--- src/rtl/core/hmv_pkg.sv ---
// shared types, constants and sha-256 helpers of the hmac message verifier
package hmv_pkg;

    localparam int DEF_RING_DEPTH = 64;
    localparam int DEF_MAC_BYTES  = 16;
    localparam int DEF_KEY_BYTES  = 32;

    localparam logic [15:0] SKEW_RESET  = 16'd60;
    localparam logic [39:0] EPOCH_RESET = 40'd1700000000;

    // command codes
    localparam logic [1:0] CMD_BODY   = 2'd0;
    localparam logic [1:0] CMD_VERIFY = 2'd1;
    localparam logic [1:0] CMD_SIGN   = 2'd2;
    localparam logic [1:0] CMD_CLEAR  = 2'd3;

    // status codes
    localparam logic [1:0] STS_OK    = 2'd0;
    localparam logic [1:0] STS_FAIL  = 2'd1;
    localparam logic [1:0] STS_NOKEY = 2'd2;

    // register indexes
    localparam logic [2:0] REG_KEY0  = 3'd0;
    localparam logic [2:0] REG_KEY1  = 3'd1;
    localparam logic [2:0] REG_KEY2  = 3'd2;
    localparam logic [2:0] REG_KEY3  = 3'd3;
    localparam logic [2:0] REG_KVAL  = 3'd4;
    localparam logic [2:0] REG_SKEW  = 3'd5;
    localparam logic [2:0] REG_EPOCH = 3'd6;

    typedef logic [7:0][31:0] t_hash;   // word 0 is h0
    typedef logic [0:63][7:0] t_blk;    // byte 0 is the most significant

    typedef enum logic [1:0] {
        CS_IPAD,
        CS_OPAD,
        CS_BUF,
        CS_OUTER
    } t_csel;

    typedef enum logic [4:0] {
        S_IDLE,
        S_DISP,
        S_KEY_I,
        S_KEY_IW,
        S_KEY_O,
        S_KEY_OW,
        S_BODY,
        S_BFULL,
        S_BWAIT,
        S_PAD,
        S_FIN1,
        S_FIN1W,
        S_LEN,
        S_FIN2,
        S_FIN2W,
        S_OUTER,
        S_OUTERW,
        S_SCAN,
        S_SCANW,
        S_RESULT
    } t_state;

    // commands from controller to datapath
    typedef struct packed {
        logic  accept;
        logic  byte_wr;
        logic  start;
        t_csel csel;
        logic  pad;
        logic  len_blk;
        logic  scan_start;
        logic  result;
    } t_ctl;

    // status from datapath to controller
    typedef struct packed {
        logic       key_dirty;
        logic       key_valid;
        logic [1:0] cmd;
        logic       bytes_none;
        logic       fill_full;
        logic       two_blk;
        logic       cmp_done;
        logic       scan_done;
        logic       out_free;
    } t_sts;

    localparam t_hash HINIT = {
        32'h5be0cd19, 32'h1f83d9ab, 32'h9b05688c, 32'h510e527f,
        32'ha54ff53a, 32'h3c6ef372, 32'hbb67ae85, 32'h6a09e667};

    localparam logic [31:0] SHA_K [64] = '{
        32'h428a2f98, 32'h71374491, 32'hb5c0fbcf, 32'he9b5dba5,
        32'h3956c25b, 32'h59f111f1, 32'h923f82a4, 32'hab1c5ed5,
        32'hd807aa98, 32'h12835b01, 32'h243185be, 32'h550c7dc3,
        32'h72be5d74, 32'h80deb1fe, 32'h9bdc06a7, 32'hc19bf174,
        32'he49b69c1, 32'hefbe4786, 32'h0fc19dc6, 32'h240ca1cc,
        32'h2de92c6f, 32'h4a7484aa, 32'h5cb0a9dc, 32'h76f988da,
        32'h983e5152, 32'ha831c66d, 32'hb00327c8, 32'hbf597fc7,
        32'hc6e00bf3, 32'hd5a79147, 32'h06ca6351, 32'h14292967,
        32'h27b70a85, 32'h2e1b2138, 32'h4d2c6dfc, 32'h53380d13,
        32'h650a7354, 32'h766a0abb, 32'h81c2c92e, 32'h92722c85,
        32'ha2bfe8a1, 32'ha81a664b, 32'hc24b8b70, 32'hc76c51a3,
        32'hd192e819, 32'hd6990624, 32'hf40e3585, 32'h106aa070,
        32'h19a4c116, 32'h1e376c08, 32'h2748774c, 32'h34b0bcb5,
        32'h391c0cb3, 32'h4ed8aa4a, 32'h5b9cca4f, 32'h682e6ff3,
        32'h748f82ee, 32'h78a5636f, 32'h84c87814, 32'h8cc70208,
        32'h90befffa, 32'ha4506ceb, 32'hbef9a3f7, 32'hc67178f2};

    function automatic logic [31:0] rotr(input logic [31:0] x, input int n);
        rotr = (x >> n) | (x << (32 - n));
    endfunction

    function automatic logic [31:0] big_s0(input logic [31:0] x);
        big_s0 = rotr(x, 2) ^ rotr(x, 13) ^ rotr(x, 22);
    endfunction

    function automatic logic [31:0] big_s1(input logic [31:0] x);
        big_s1 = rotr(x, 6) ^ rotr(x, 11) ^ rotr(x, 25);
    endfunction

    function automatic logic [31:0] sml_s0(input logic [31:0] x);
        sml_s0 = rotr(x, 7) ^ rotr(x, 18) ^ (x >> 3);
    endfunction

    function automatic logic [31:0] sml_s1(input logic [31:0] x);
        sml_s1 = rotr(x, 17) ^ rotr(x, 19) ^ (x >> 10);
    endfunction

endpackage

--- src/rtl/core/hmv_ctrl.sv ---
// sequencing state machine of the hmac message verifier
module hmv_ctrl
    import hmv_pkg::*;
(
    input  logic i_clk,
    input  logic i_rst_n,
    input  logic i_in_valid,
    input  t_sts i_sts,
    output logic o_in_stall,
    output logic o_cfg_ready,
    output t_ctl o_ctl
);

    t_state r_state;
    t_state n_state;
    logic   can_accept;

    // a configuration write never shares an edge with an input transaction
    assign can_accept  = (r_state == S_IDLE) && !i_sts.key_dirty;
    assign o_in_stall  = !can_accept;
    assign o_cfg_ready = (r_state == S_IDLE) && !i_in_valid;

    always_ff @(posedge i_clk) begin
        if (!i_rst_n) begin
            r_state <= S_IDLE;
        end else begin
            r_state <= n_state;
        end
    end

    always_comb begin
        n_state = r_state;
        case (r_state)
            S_IDLE: begin
                if (i_sts.key_dirty) begin
                    n_state = S_KEY_I;
                end else if (i_in_valid) begin
                    n_state = S_DISP;
                end
            end
            S_DISP: begin
                if (i_sts.cmd == CMD_BODY) begin
                    n_state = S_BODY;
                end else if (i_sts.cmd == CMD_CLEAR || !i_sts.key_valid) begin
                    n_state = S_RESULT;
                end else begin
                    n_state = S_PAD;
                end
            end
            S_KEY_I:  n_state = S_KEY_IW;
            S_KEY_IW: if (i_sts.cmp_done) n_state = S_KEY_O;
            S_KEY_O:  n_state = S_KEY_OW;
            S_KEY_OW: if (i_sts.cmp_done) n_state = S_IDLE;
            S_BODY: begin
                if (i_sts.bytes_none) begin
                    n_state = S_IDLE;
                end else if (i_sts.fill_full) begin
                    n_state = S_BFULL;
                end
            end
            S_BFULL:  n_state = S_BWAIT;
            S_BWAIT:  if (i_sts.cmp_done) n_state = S_BODY;
            S_PAD:    n_state = S_FIN1;
            S_FIN1:   n_state = S_FIN1W;
            S_FIN1W: begin
                if (i_sts.cmp_done) begin
                    n_state = i_sts.two_blk ? S_LEN : S_OUTER;
                end
            end
            S_LEN:    n_state = S_FIN2;
            S_FIN2:   n_state = S_FIN2W;
            S_FIN2W:  if (i_sts.cmp_done) n_state = S_OUTER;
            S_OUTER:  n_state = S_OUTERW;
            S_OUTERW: begin
                if (i_sts.cmp_done) begin
                    n_state = (i_sts.cmd == CMD_SIGN) ? S_RESULT : S_SCAN;
                end
            end
            S_SCAN:   n_state = S_SCANW;
            S_SCANW:  if (i_sts.scan_done) n_state = S_RESULT;
            S_RESULT: if (i_sts.out_free) n_state = S_IDLE;
            default:  n_state = S_IDLE;
        endcase
    end

    always_comb begin
        o_ctl            = '0;
        o_ctl.csel       = CS_BUF;
        o_ctl.accept     = can_accept && i_in_valid;
        case (r_state)
            S_KEY_I: begin
                o_ctl.start = 1'b1;
                o_ctl.csel  = CS_IPAD;
            end
            S_KEY_O: begin
                o_ctl.start = 1'b1;
                o_ctl.csel  = CS_OPAD;
            end
            S_BODY:   o_ctl.byte_wr = !i_sts.bytes_none;
            S_BFULL:  o_ctl.start = 1'b1;
            S_PAD:    o_ctl.pad = 1'b1;
            S_FIN1:   o_ctl.start = 1'b1;
            S_LEN:    o_ctl.len_blk = 1'b1;
            S_FIN2:   o_ctl.start = 1'b1;
            S_OUTER: begin
                o_ctl.start = 1'b1;
                o_ctl.csel  = CS_OUTER;
            end
            S_SCAN:   o_ctl.scan_start = 1'b1;
            S_RESULT: o_ctl.result = i_sts.out_free;
            default:  o_ctl.start = 1'b0;
        endcase
    end

endmodule

--- config.mk ---
export PLATFORM = sky130hd
export DESIGN_NAME = hmv_ctrl
export DESIGN_NICKNAME = d
export VERILOG_FILES = /design/src/rtl/core/hmv_pkg.sv /design/src/rtl/core/hmv_ctrl.sv
export SDC_FILE = /design/constraint.sdc
export NUM_CORES = 1
export LEC_CHECK = 0
export BUFFER_PORTS_ARGS = -buffer_cell sky130_fd_sc_hd__buf_2
export CAP_MARGIN = 10
export CORE_ASPECT_RATIO = 1.1
export CORE_MARGIN = 2
export CORE_UTILIZATION = 52
export CTS_BUF_LIST = sky130_fd_sc_hd__clkbuf_4
export CTS_CLUSTER_DIAMETER = 30
export DETAILED_ROUTE_END_ITERATION = 10
export PLACE_DENSITY = 0.8
export SLEW_MARGIN = 20
export SYNTH_ARGS = -nofsm -noshare
export SYNTH_HDL_FRONTEND = slang
export SYNTH_SLANG_ARGS = --single-unit
--- constraint.sdc ---
create_clock -name i_clk -period 2.2 [get_ports i_clk]
set_clock_uncertainty 0.15 [all_clocks]
set_input_delay 0.22 -clock i_clk [delete_from_list [all_inputs] [get_ports i_clk]]
set_output_delay 0.22 -clock i_clk [all_outputs]
set_load 0.02 [all_outputs]
==> run_results.csv <==
group,metric,value,unit
floorplan,die_area,1783,um^2
worst_setup_path,critical_path_buf_inv_count,1,
clock_network,post_cts_buffers,0,
clock_network,ctsHoldBuffers,0,
drt,drtIter0Drc,30,
min_path,hold_class,"in -> reg",
timing,hold_violations,0,
layout,area_growth,21.75,%
clock_network,path_clk_slew,0.05,ns
placed_design,dp_hpwl,1.469,mm
drt,wire_per_inst,13.62,um
timing,fin_crit_sh,95.18,%
global_route,grt_pass1_vias,840,
worst_setup_path,cpPeakStageDelay,0.55,ns
timing,fmax,477.6,MHz
flow_run,maxCapViolCount,0,
worst_setup_path,crit_fanout,3,
global_route,grt_pass1_wl,3.560,mm
timing,drv_slew,0,
floorplan,core_region_area,1366,um^2
worst_setup_path,crit_path_start_kind,"flop",
logic_synthesis,synthesis.area,759.5,um^2
layout,drive_above_1_share,28.57,%
global_route,grt_max_degree,23,
worst_setup_path,cp_cell_sequence,"or4_4 -> or3_4 -> nor2_1 -> buf_2",
timing,tns,0,ns
clock_network,clock_latency,0.25,ns
power_and_ir_drop,clkPwrFrac,10.7,%
layout,largest_reg_flops,5,
clock_network,htree_levels,1,
logic_synthesis,syn_area_per_cell,6.904,um^2
clock_network,tritoncts,"yes",
timing,worst_slew_pin_slew,0.4143,ns
clock_network,cts_sinks,5,
power_and_ir_drop,seqPwrFrac,12.5,%
power_and_ir_drop,fin_total_pwr,1.124,mW
worst_setup_path,slowest_stage,"or4_4",
timing,fin_crit,2.094,ns
drt,via_count,908,
global_route,antenna_found_initial,0,
status,status,"finished clean",
floorplan,row_count,14,
clock_network,cts_root_buf,"clkbuf_4",
timing,final-setup-viol-count,0,
logic_synthesis,synthCells,110,
clock_network,cts.path.max_buffers,2,
layout,antenna_cells,0,
layout,final_nets,147,
global_route,grt_usage,28.15,%
drt,via_per_inst,6.094,
power_and_ir_drop,combPwrFrac,76.8,%
drt,firstDrtPassIters,4,
floorplan,start_util,55.59,%
drt,drc_errors,0,
logic_synthesis,seq_area_frac_synth,13.18,%
worst_setup_path,end_kind,"output port",
worst_setup_path,cp_top_family,"simple AND/OR/NAND/NOR gates",
logic_synthesis,synth_edf_count,0,
logic_synthesis,synth-main-ff-cell,"dfxtp_1",
clock_network,cts_buffers,3,
placed_design,gp_congestion,0.9414,
layout,reg_top3,"r_state x5",
logic_synthesis,synthesis.nets,123,
logic_synthesis,synth-warning-count,0,
floorplan,ioPinCount,24,
power_and_ir_drop,internal-power,559.0,uW
power_and_ir_drop,peakVddDrop,619.0,uV
power_and_ir_drop,power.leakage,0.4198,nW
drt,wirelength,2.029,mm
floorplan,die_y,44.08,um
worst_setup_path,crit_required,1.83,ns
power_and_ir_drop,net-switching-power,564.9,uW
timing,rsz0062_at_grt,"false",
clock_network,post_cts_resized,0,
worst_setup_path,path_class,"reg -> out",
placed_design,port_buffers,23,
logic_synthesis,asyncSetResetFlopFracSynth,0,%
layout,n_fill_cell,122,
power_and_ir_drop,switching_share,50.26,%
global_route,gr-total-overflow,0,
timing,relSlewSlack,71.67,%
layout,regMostFlops,"r_state",
power_and_ir_drop,p_per_area,1215,nW/um^2
floorplan,die_w,40.44,um
logic_synthesis,ys_seq_elements,5,
drt,antenna_left,0,
logic_synthesis,synth_cell_types,43,
worst_setup_path,cp.arrival,1.72,ns
[worst min-delay path: cells and delay by family]
family	cells	cell delay, ns
simple gates	1	0.08
mux	1	0.06
buf+inv	1	0.16
[kinds of logic (layout without fill, tap and decap cells)]
| logic type | count (synthesis) | in the layout | synth area share, % |
|---|---|---|---|
| AOI/OAI and AO/OA | 32 | 32 | 31.96 |
| and+or+nand+nor | 46 | 46 | 32.78 |
| xor gates and xnor gates | 3 | 3 | 3.460 |
| muxes | 6 | 6 | 7.908 |
| buffers and inverters | 17 | 40 | 9.389 |
| adders and majority gates | 1 | 1 | 1.318 |
| DFF | 5 | 5 | 13.18 |
[cell usage in the layout (no fill, tap or decap), types with 2 or more instances in the layout]
cell      instances
and3_1            4
o31ai_1           3
nor2_1           10
a22oi_1           2
a21o_1            2
nand2b_1          4
clkbuf_4          4
buf_2            23
nand3_1           3
nand3b_1          2
a21oi_1           4
o21ai_0           6
buf_4             6
dfxtp_1           5
nor2b_1           4
or4_1             2
xnor2_1           2
nand2_1           9
nor4_1            2
inv_1             6
o21ai_1           2
nor3_1            2
mux2i_1           6
[routing by layer]
metal  global-route usage [%]  up-vias  part of all wire (%)
met5                        0        -                     0
met1                    38.49      408                    41
met3                    4.020        4                   7.9
met4                    7.333        0                   1.0
li1                         -      449                     -
met2                    45.40       47                    50
[power groups by stage]
stage / Combinational, mW / Clock (mW) / Sequential [mW]
3_3_place_gp: 0.841 / 0 / 0.139
5_1_grt: 0.955 / 0.129 / 0.145
3_5_place_dp: 0.858 / 0 / 0.141
6_report: 0.863 / 0.121 / 0.140
2_1_floorplan: 0.666 / 0 / 0.137
4_1_cts: 0.860 / 0.122 / 0.139
[cell usage after synthesis (2+ instances only)]
cell type / instances / share of area (%)
a22oi_1: 2 / 2.0
o21ai_1: 2 / 1.3
or4_1: 2 / 2.0
nor2b_1: 4 / 3.3
a21o_1: 2 / 2.0
nand3_1: 3 / 2.0
nor3_1: 2 / 1.3
clkbuf_1: 8 / 4.0
nand2b_1: 4 / 3.3
nand3b_1: 2 / 2.0
o31ai_1: 3 / 3.0
nor4_1: 2 / 1.6
o21ai_0: 6 / 4.0
dfxtp_1: 5 / 13
a21oi_1: 4 / 2.6
mux2i_1: 6 / 7.9
xnor2_1: 2 / 2.3
nand2_1: 9 / 4.4
and3_1: 4 / 3.3
inv_1: 6 / 3.0
nor2_1: 10 / 4.9
[area by class of cell]
| type | instances | area [um^2] | area share, % |
|---|---|---|---|
| Clock buffer | 4 | 30.03 | 3.248 |
| Inverter | 7 | 26.28 | 2.842 |
| Multi-Input combinational cell | 88 | 588.1 | 63.60 |
| Sequential cell | 5 | 100.1 | 10.83 |
| Tap cell | 16 | 20.02 | 2.165 |
| Timing Repair Buffer | 29 | 160.2 | 17.32 |
[path summary, 6_finish.rpt]
path	slack, ns	endpoint	cells after the start	startpoint
hold / removal	0.17	r_state[1]	3	i_rst_n
hold reg to reg	0.53	r_state[3]	3	r_state[3]
setup reg to reg	0.17	r_state[0]	6	r_state[1]
setup / recovery	0.11	o_ctl[8]	4	r_state[4]
[stage by stage]
stage | instances | hold WS [ns] | setup slack, ns | util, % | cell area (um^2)
after global placement | 145 | 0.4131 | 0.2431 | 65.48 | 894.6
after floorplan | 110 | 0.3111 | 0.1576 | - | 759.5
after global routing | 149 | 0.1906 | 0.01088 | 67.67 | 924.6
after detailed placement | 145 | 0.4231 | 0.1889 | 65.48 | 894.6
after CTS | 149 | 0.1650 | 0.09985 | 67.67 | 924.6
final | 149 | 0.1684 | 0.1061 | 67.67 | 924.6
Note: power is estimated with default switching activity, not from simulation.
